### src/rtl/signed_divider_register_unit_macros.svh
// Assertion macros shared by the signed divider register unit RTL.
// Expects clk and rst in the scope where a macro is used.
`ifndef SIGNED_DIVIDER_REGISTER_UNIT_MACROS_SVH
`define SIGNED_DIVIDER_REGISTER_UNIT_MACROS_SVH

// Consequent must hold in the same cycle as the antecedent.
`define SDRU_ASSERT_SAME(lbl, ante, cons, msg) \
  lbl: assert property (@(posedge clk) disable iff (rst) (ante) |-> (cons)) else $error(msg);

// Consequent must hold in the cycle after the antecedent.
`define SDRU_ASSERT_NEXT(lbl, ante, cons, msg) \
  lbl: assert property (@(posedge clk) disable iff (rst) (ante) |=> (cons)) else $error(msg);

`endif

### src/rtl/sdru_pkg.sv
// Shared types and constants for the signed divider register unit.
// No dependencies.
package sdru_pkg;

  localparam int WORD_W = 32;
  localparam int DATA_W = 64;
  localparam int STEP_N = DATA_W;
  localparam int CNT_W  = $clog2(STEP_N);

  localparam logic [2:0] TGT_CTRL    = 3'd0;
  localparam logic [2:0] TGT_NUM_LO  = 3'd1;
  localparam logic [2:0] TGT_NUM_HI  = 3'd2;
  localparam logic [2:0] TGT_DEN_LO  = 3'd3;
  localparam logic [2:0] TGT_DEN_HI  = 3'd4;

  localparam logic [1:0] MODE_MASK = 2'b11;
  localparam logic [1:0] MODE_32   = 2'd0;

  localparam logic [DATA_W-1:0] ZDIV_Q32_NEG = 64'hFFFF_FFFF_0000_0001;
  localparam logic [DATA_W-1:0] ZDIV_Q32_POS = 64'h0000_0000_FFFF_FFFF;
  localparam logic [DATA_W-1:0] ZDIV_Q64_NEG = 64'h0000_0000_0000_0001;
  localparam logic [DATA_W-1:0] ZDIV_Q64_POS = 64'hFFFF_FFFF_FFFF_FFFF;

  typedef struct packed {
    logic [2:0]        mode;
    logic [WORD_W-1:0] write_mask;
    logic [WORD_W-1:0] write_value;
  } req_t;

  typedef struct packed {
    logic signed [DATA_W-1:0] quotient;
    logic signed [DATA_W-1:0] remainder;
    logic                     zero_divisor_flag;
    logic [1:0]               width_readback;
  } rsp_t;

  typedef struct packed {
    logic start;
    logic wide;
  } div_ctl_t;

  typedef enum logic [1:0] {
    ST_IDLE,
    ST_LOAD,
    ST_CALC,
    ST_HOLD
  } state_t;

endpackage

### src/rtl/sdru_regs.sv
// Operand and control registers with bit-masked writes.
// Depends on sdru_pkg.
module sdru_regs (
  input  logic                      clk,
  input  logic                      rst,
  input  logic                      wr,
  input  sdru_pkg::req_t            req,
  output logic [1:0]                width_mode,
  output logic [sdru_pkg::DATA_W-1:0] numerator,
  output logic [sdru_pkg::DATA_W-1:0] denominator
);

  logic [sdru_pkg::WORD_W-1:0] m;
  logic [sdru_pkg::WORD_W-1:0] v;

  assign m = req.write_mask;
  assign v = req.write_value;

  always_ff @(posedge clk) begin
    if (rst) begin
      width_mode  <= '0;
      numerator   <= '0;
      denominator <= '0;
    end else if (wr) begin
      unique case (req.mode)
        sdru_pkg::TGT_CTRL: begin
          width_mode <= (width_mode & ~(m[1:0] & sdru_pkg::MODE_MASK))
                      | (v[1:0] & m[1:0] & sdru_pkg::MODE_MASK);
        end
        sdru_pkg::TGT_NUM_LO: begin
          numerator[31:0] <= (numerator[31:0] & ~m) | (v & m);
        end
        sdru_pkg::TGT_NUM_HI: begin
          numerator[63:32] <= (numerator[63:32] & ~m) | (v & m);
        end
        sdru_pkg::TGT_DEN_LO: begin
          denominator[31:0] <= (denominator[31:0] & ~m) | (v & m);
        end
        sdru_pkg::TGT_DEN_HI: begin
          denominator[63:32] <= (denominator[63:32] & ~m) | (v & m);
        end
        default: begin
        end
      endcase
    end
  end

endmodule

### src/rtl/sdru_div_core.sv
// Radix-2 restoring signed divider, one quotient bit per cycle.
// Depends on sdru_pkg.
module sdru_div_core (
  input  logic                              clk,
  input  logic                              rst,
  input  sdru_pkg::div_ctl_t                ctl,
  input  logic [sdru_pkg::DATA_W-1:0]       num,
  input  logic [sdru_pkg::WORD_W-1:0]       den,
  output logic                              done,
  output logic [sdru_pkg::DATA_W-1:0]       quotient,
  output logic [sdru_pkg::DATA_W-1:0]       remainder
);

  logic [sdru_pkg::DATA_W-1:0] dividend;
  logic [sdru_pkg::DATA_W-1:0] dividend_mag;
  logic [sdru_pkg::WORD_W-1:0] divisor_mag;
  logic [sdru_pkg::DATA_W-1:0] orig;
  logic [sdru_pkg::DATA_W-1:0] quo;
  logic [sdru_pkg::WORD_W-1:0] part;
  logic [sdru_pkg::WORD_W-1:0] dvs;
  logic [sdru_pkg::CNT_W-1:0]  cnt;
  logic                        run;
  logic                        fin;
  logic                        neg_n;
  logic                        neg_d;
  logic                        zero_d;
  logic                        wide;
  logic [sdru_pkg::WORD_W:0]   shifted;
  logic [sdru_pkg::WORD_W+1:0] diff;
  logic [sdru_pkg::DATA_W-1:0] rem_mag;

  assign dividend = ctl.wide ? num
                  : {{(sdru_pkg::DATA_W-sdru_pkg::WORD_W){num[sdru_pkg::WORD_W-1]}},
                     num[sdru_pkg::WORD_W-1:0]};
  assign dividend_mag = dividend[sdru_pkg::DATA_W-1] ? (~dividend + 1'b1) : dividend;
  assign divisor_mag  = den[sdru_pkg::WORD_W-1] ? (~den + 1'b1) : den;

  assign shifted = {part, quo[sdru_pkg::DATA_W-1]};
  assign diff    = {1'b0, shifted} - {2'b00, dvs};
  assign rem_mag = {{(sdru_pkg::DATA_W-sdru_pkg::WORD_W){1'b0}}, part};

  always_ff @(posedge clk) begin
    if (rst) begin
      run  <= 1'b0;
      fin  <= 1'b0;
      done <= 1'b0;
      cnt  <= '0;
    end else begin
      done <= fin;
      fin  <= 1'b0;
      if (ctl.start) begin
        run <= 1'b1;
        cnt <= '0;
      end else if (run) begin
        cnt <= cnt + 1'b1;
        if (cnt == sdru_pkg::CNT_W'(sdru_pkg::STEP_N - 1)) begin
          run <= 1'b0;
          fin <= 1'b1;
        end
      end
    end
  end

  always_ff @(posedge clk) begin
    if (ctl.start) begin
      orig   <= dividend;
      quo    <= dividend_mag;
      part   <= '0;
      dvs    <= divisor_mag;
      neg_n  <= dividend[sdru_pkg::DATA_W-1];
      neg_d  <= den[sdru_pkg::WORD_W-1];
      zero_d <= (den == '0);
      wide   <= ctl.wide;
    end else if (run) begin
      if (!diff[sdru_pkg::WORD_W+1]) begin
        part <= diff[sdru_pkg::WORD_W-1:0];
        quo  <= {quo[sdru_pkg::DATA_W-2:0], 1'b1};
      end else begin
        part <= shifted[sdru_pkg::WORD_W-1:0];
        quo  <= {quo[sdru_pkg::DATA_W-2:0], 1'b0};
      end
    end
    if (fin) begin
      priority if (zero_d) begin
        remainder <= orig;
        if (wide) begin
          quotient <= neg_n ? sdru_pkg::ZDIV_Q64_NEG : sdru_pkg::ZDIV_Q64_POS;
        end else begin
          quotient <= neg_n ? sdru_pkg::ZDIV_Q32_NEG : sdru_pkg::ZDIV_Q32_POS;
        end
      end else begin
        quotient  <= (neg_n ^ neg_d) ? (~quo + 1'b1) : quo;
        remainder <= neg_n ? (~rem_mag + 1'b1) : rem_mag;
      end
    end
  end

endmodule

### src/rtl/signed_divider_register_unit.sv
// Top level of the signed divider register unit: handshake, control FSM, result register.
// Depends on sdru_pkg, sdru_regs, sdru_div_core and the assertion macro header.
//
// Each request on the req channel is a masked write to one register: width
// control, numerator low/high word or denominator low/high word. After the
// write the unit divides the numerator (32 bits in mode 0, 64 bits otherwise)
// by the sign-extended low denominator word and returns one response on the
// rsp channel: quotient, remainder, zero-divisor flag and the width mode.
// A request is taken when req_valid is high and req_stall is low; a response
// moves when rsp_valid is high and rsp_stall is low.
// After the request is taken, the operands are loaded into the divider core,
// which retires one quotient bit per cycle, applies the sign fix-up into its
// result registers and hands the result to the output register.
// A new request waits until the division has finished; req_stall is high
// while a division is in flight.
// If rsp_stall holds the previous response, the finished result waits in the
// divider core and req_stall stays high until the result register frees.
// Reset clears the width, numerator and denominator registers to zero,
// returns the controller to idle and drops rsp_valid.
`include "signed_divider_register_unit_macros.svh"

module signed_divider_register_unit (
  input  logic            clk,
  input  logic            rst,
  input  logic            req_valid,
  output logic            req_stall,
  input  sdru_pkg::req_t  req,
  output logic            rsp_valid,
  input  logic            rsp_stall,
  output sdru_pkg::rsp_t  rsp
);

  sdru_pkg::state_t            state;
  sdru_pkg::state_t            state_next;
  sdru_pkg::div_ctl_t          ctl;
  logic                        req_take;
  logic                        out_free;
  logic                        out_load;
  logic                        done;
  logic [1:0]                  width_mode;
  logic [sdru_pkg::DATA_W-1:0] numerator;
  logic [sdru_pkg::DATA_W-1:0] denominator;
  logic [sdru_pkg::DATA_W-1:0] quotient;
  logic [sdru_pkg::DATA_W-1:0] remainder;

  assign req_stall = (state != sdru_pkg::ST_IDLE);
  assign req_take  = req_valid && !req_stall;
  assign out_free  = !rsp_valid || !rsp_stall;

  sdru_regs u_regs (
    .clk         (clk),
    .rst         (rst),
    .wr          (req_take),
    .req         (req),
    .width_mode  (width_mode),
    .numerator   (numerator),
    .denominator (denominator)
  );

  sdru_div_core u_core (
    .clk       (clk),
    .rst       (rst),
    .ctl       (ctl),
    .num       (numerator),
    .den       (denominator[sdru_pkg::WORD_W-1:0]),
    .done      (done),
    .quotient  (quotient),
    .remainder (remainder)
  );

  always_ff @(posedge clk) begin
    if (rst) begin
      state <= sdru_pkg::ST_IDLE;
    end else begin
      state <= state_next;
    end
  end

  always_comb begin
    state_next = state;
    ctl.start  = 1'b0;
    ctl.wide   = (width_mode != sdru_pkg::MODE_32);
    out_load   = 1'b0;
    unique case (state)
      sdru_pkg::ST_IDLE: begin
        if (req_valid) begin
          state_next = sdru_pkg::ST_LOAD;
        end
      end
      sdru_pkg::ST_LOAD: begin
        ctl.start  = 1'b1;
        state_next = sdru_pkg::ST_CALC;
      end
      sdru_pkg::ST_CALC: begin
        if (done) begin
          if (out_free) begin
            out_load   = 1'b1;
            state_next = sdru_pkg::ST_IDLE;
          end else begin
            state_next = sdru_pkg::ST_HOLD;
          end
        end
      end
      sdru_pkg::ST_HOLD: begin
        if (out_free) begin
          out_load   = 1'b1;
          state_next = sdru_pkg::ST_IDLE;
        end
      end
      default: begin
        state_next = sdru_pkg::ST_IDLE;
      end
    endcase
  end

  always_ff @(posedge clk) begin
    if (rst) begin
      rsp_valid <= 1'b0;
    end else if (out_load) begin
      rsp_valid <= 1'b1;
    end else if (!rsp_stall) begin
      rsp_valid <= 1'b0;
    end
  end

  always_ff @(posedge clk) begin
    if (out_load) begin
      rsp.quotient          <= quotient;
      rsp.remainder         <= remainder;
      rsp.zero_divisor_flag <= (denominator == '0);
      rsp.width_readback    <= width_mode;
    end
  end

  `SDRU_ASSERT_NEXT(a_take_loads, req_take, state == sdru_pkg::ST_LOAD, "request not loaded")
  `SDRU_ASSERT_NEXT(a_load_calc, state == sdru_pkg::ST_LOAD,
                    state == sdru_pkg::ST_CALC, "no calc after load")
  `SDRU_ASSERT_SAME(a_done_calc, done, state == sdru_pkg::ST_CALC, "divider done outside calc")
  `SDRU_ASSERT_SAME(a_hold_full, state == sdru_pkg::ST_HOLD,
                    rsp_valid, "hold without pending response")

endmodule

### config.mk
export PLATFORM = sky130hd
export DESIGN_NAME = signed_divider_register_unit
export DESIGN_NICKNAME = d
export VERILOG_FILES = /design/src/rtl/sdru_pkg.sv /design/src/rtl/sdru_regs.sv /design/src/rtl/sdru_div_core.sv /design/src/rtl/signed_divider_register_unit.sv
export VERILOG_INCLUDE_DIRS = /design/src /design/src/rtl
export SDC_FILE = /design/constraint.sdc
export NUM_CORES = 1
export LEC_CHECK = 0
export BUFFER_PORTS_ARGS = -buffer_cell sky130_fd_sc_hd__buf_2
export CORE_MARGIN = 2
export CORE_UTILIZATION = 45
export DETAILED_ROUTE_END_ITERATION = 10
export PLACE_DENSITY = 0.73
export SLEW_MARGIN = 25
export SYNTH_ARGS = -nofsm -noshare
export SYNTH_HDL_FRONTEND = slang
export SYNTH_SLANG_ARGS = --single-unit
### constraint.sdc
create_clock -name clk -period 9.01 [get_ports clk]
set_input_delay 1.802 -clock clk [delete_from_list [all_inputs] [get_ports clk]]
set_output_delay 1.802 -clock clk [all_outputs]
set_load 0.05 [all_outputs]
==> impl_metrics.ini <==
[drt]
drtAntennaViolNets = 0
dr.pass1.iters = 8
wire_per_inst_um = 19.7
vias = 20500
viasPerCell = 5.59
drt_wl_total_um = 72200
drtIter0Drc = 1975
drc = 0

[floorplanning]
start_util_pct = 45.3
die-area_mm2 = 0.0638
ios = 204
fp.dieW_um = 253
core-area_mm2 = 0.0614
die-height_um = 253
rows = 91

[finish]
drive_above_1_share_pct = 12.4
area_delta_synth_final_pct = 13.0
num_antenna_cells = 0
n_fill_cell = 5454
fin_nets = 2941

[synth]
synth.distinct_cells = 69
netlist.area_leader.share_pct = 45.6
yosys_most_used_dff = edfxtp_1
yosys.area_share.simple_pct = 14.8
ys_seq_area_share_pct = 58.1
muxShareOfSynthArea_pct = 1.10
async_reset_ff_share_pct = 0
syn_nets = 2816
ys_seq_elements = 596
synth_compound_area_share_pct = 13.7
yosysTopAreaCell = edfxtp_1
synth.area.top_cells = edfxtp_1 (46%), dfxtp_1 (13%), nand2_1 (6.5%)
ys.warnings.count = 0
netlist_instances = 2704
synth_fa_ha_area_share_pct = 1.87
avgSynthCellArea_um2 = 10.3
synth-xor-area-share_pct = 6.68
syn_area_mm2 = 0.0278
synth_top_family_by_area = simple AND/OR/NAND/NOR gates
synth_edf_count = 422

[global_route]
grt_pass1_wl_um = 109000
grt_max_degree = 121
grt_use_total_pct = 22.2
grt_overflow_total = 0
antenna_found_initial = 0
grt_pass1_vias = 18600

[status]
outcome = completed

[clocking]
htreeDepth = 2
clk_path_buf_depth = 3
cts_tree = done
cts_resized = 0
root_buffer = clkbuf_16
cts_setup_buffers = 0
numCtsBuffers = 61
ctsHoldBuffers = 0
clock_latency_ns = 0.65
cts_sinks = 596
clkTransAtPathRegs_ns = 0.06

[worst_setup_path]
setup.worst_path.start_class = flip-flop
critPathKind = flip-flop to flip-flop
crit_slowest_cell = o31ai_1
required_ns = 9.39
crit_family = simple AND/OR/NAND/NOR gates
cp_max_fo = 6
crit_chain = or3_1 > nor4_2 > nand4_1 > or2_2 > o31ai_1 > nand2_1 > a21oi_1 > xnor2_1 > o21ai_0
rr_endpoint = u_core.quo[58]$_DFFE_PP_
cpPeakStageDelay_ns = 0.68
worst-path-buf-inv = 0
worstPathArrival_ns = 4.31
r2r_slack_ns = 5.08
ff2ff_path_depth = 9
cp-end-kind = flip-flop

[pwr]
ir_drop_mv = 0.165
switchingPower_mw = 2.01
p_comb_share_pct = 17.6
power.density_mw_per_mm2 = 225
p_clk_share_pct = 36.1
p_int_mw = 5.07
p_leak_nw = 11.3
seqPwrFrac_pct = 46.3
switching_share_pct = 28.4

[timing]
setup_violations = 0
min_period_ns = 3.93
clock.fmax_mhz = 254
slew-limit-headroom_pct = 24.6
finalMaxSlewViolations = 0
layout_setup_ws_ns = 5.08
setup_tns_ns = 0
hold_viol_final = 0
hold_slack_ns = 0.412
rsz0062_at_grt = no
worstMarginPinSlew_ns = 1.13
fin_skew_ns = 0.0476
period_share_pct = 43.6

[job]
cap_violations = 0

[place]
pre_cts_slack_ns = 4.99
place_hpwl_um = 52300
gp_congestion = 0.896
io_buffer_count = 203

[hold_path]
hold-path-cell-count = 0
hold_path_class = flip-flop to flip-flop
min_to = rsp[53]$_DFFE_PP_
hold_start = u_core.remainder[50]$_DFFE_PP_
-- cell usage in the layout, fill, tap and decap left out, types with 4 or more instances in the layout --
cell type and instances:
clkbuf_16 61, nand2b_1 9, nor2_1 106, a21o_1 47
o21bai_1 4, o31ai_1 38, o41ai_1 19, nand3_1 152
clkinv_1 11, o21ai_0 225, buf_2 202, ha_1 40
xnor2_1 125, bufinv_16 8, or2_2 4, nand4_1 15
mux2i_1 26, mux2_2 4, buf_4 25, and2_1 6
dfxtp_1 171, inv_1 73, or4_1 17, nand3b_1 6
edfxtp_1 422, xor2_1 85, o2111ai_1 4, a31oi_1 16
a211oi_1 8, nand2_1 480, clkinv_2 11, nor4_1 33
clkinvlp_4 4, or3_1 25, clkbuf_1 13, a21oi_1 282
nor3_1 27, nor2b_1 7
-- power groups by stage --
stage	registers [mW]	clock network [mW]	logic (mW)
final	3.27	2.56	1.25
after global routing	3.29	2.71	1.39
after CTS	3.27	2.61	1.24
after detailed placement	3.32	0	1.23
after global placement	3.32	0	1.22
after floorplan	3.28	0	0.947
-- routing by layer --
metal | wire, um | track usage (%) | vias up
li1 | - | - | 9941
met5 | 0 | 0 | -
met4 | 1960 | 6.61 | 0
met1 | 31600 | 31.9 | 9669
met3 | 6220 | 4.32 | 113
met2 | 32400 | 34.1 | 792
-- cell families after synthesis --
kind of cell             after synthesis
flip-flops                           596
buffers and inverters                241
AND/OR/NAND/NOR                      913
adder cells (fa/ha/maj)               41
XOR/XNOR                             212
AO/OA/AOI/OAI                        671
multiplexers                          30
-- cell usage after synthesis, types with 16 or more instances --
| library cell | count |
|---|---|
| nand3_1 | 152 |
| edfxtp_1 | 422 |
| a21o_1 | 47 |
| nor2_1 | 107 |
| clkbuf_1 | 129 |
| nand2_1 | 480 |
| o41ai_1 | 19 |
| nor3_1 | 27 |
| inv_1 | 74 |
| a21oi_1 | 285 |
| xnor2_1 | 126 |
| o21ai_0 | 226 |
| or3_1 | 25 |
| dfxtp_1 | 174 |
| o31ai_1 | 38 |
| or4_1 | 17 |
| ha_1 | 40 |
| mux2i_1 | 26 |
| a31oi_1 | 16 |
| nor4_1 | 33 |
| xor2_1 | 86 |
| buf_4 | 28 |
-- worst register-to-register path, delay by kind of cell, from the launching register on --
kind,cells,cell delay (ns)
xor+xnor,1,0.15
flops,1,0.46
simple gates,5,2.07
compound gates,3,0.99
-- stage by stage --
| stage | utilization (%) | std cells | instance area, um2 | total power, mW |
|---|---|---|---|---|
| after floorplan | - | 2704 | 27800 | 4.22 |
| after detailed placement | 47.8 | 3556 | 29300 | 4.56 |
| final | 51.2 | 3669 | 31400 | 7.08 |
| after global routing | 51.2 | 3669 | 31400 | 7.39 |
| after CTS | 51.2 | 3669 | 31400 | 7.11 |
| after global placement | 47.8 | 3556 | 29300 | 4.54 |
-- how the worst max path moves through the flow --
stage                            startpoint                            end  cells after the start
finish                            flip-flop       u_core.quo[58]$_DFFE_PP_                      9
floorplan                         rsp_stall               rsp[0]$_DFFE_PP_                      1
global route        u_core.quo[2]$_DFFE_PP_  u_core.quotient[56]$_DFFE_PP_                      9
detailed placement                rsp_stall               rsp[3]$_DFFE_PP_                      4
global placement                  rsp_stall              rsp[16]$_DFFE_PP_                      4
CTS                               flip-flop       u_core.quo[54]$_DFFE_PP_                      9
-- final cells by class --
cell class	instances	area [um2]	share of cell area (%)
repair buffers	228	1210	3.85
flip-flops and latches	596	16200	51.5
well taps	790	988	3.15
clock inverters	37	448	1.43
multi-input cells	1867	10700	34.1
inverters	75	284	0.905
clock buffers	76	1600	5.10
(Power assumes the default switching activity.)
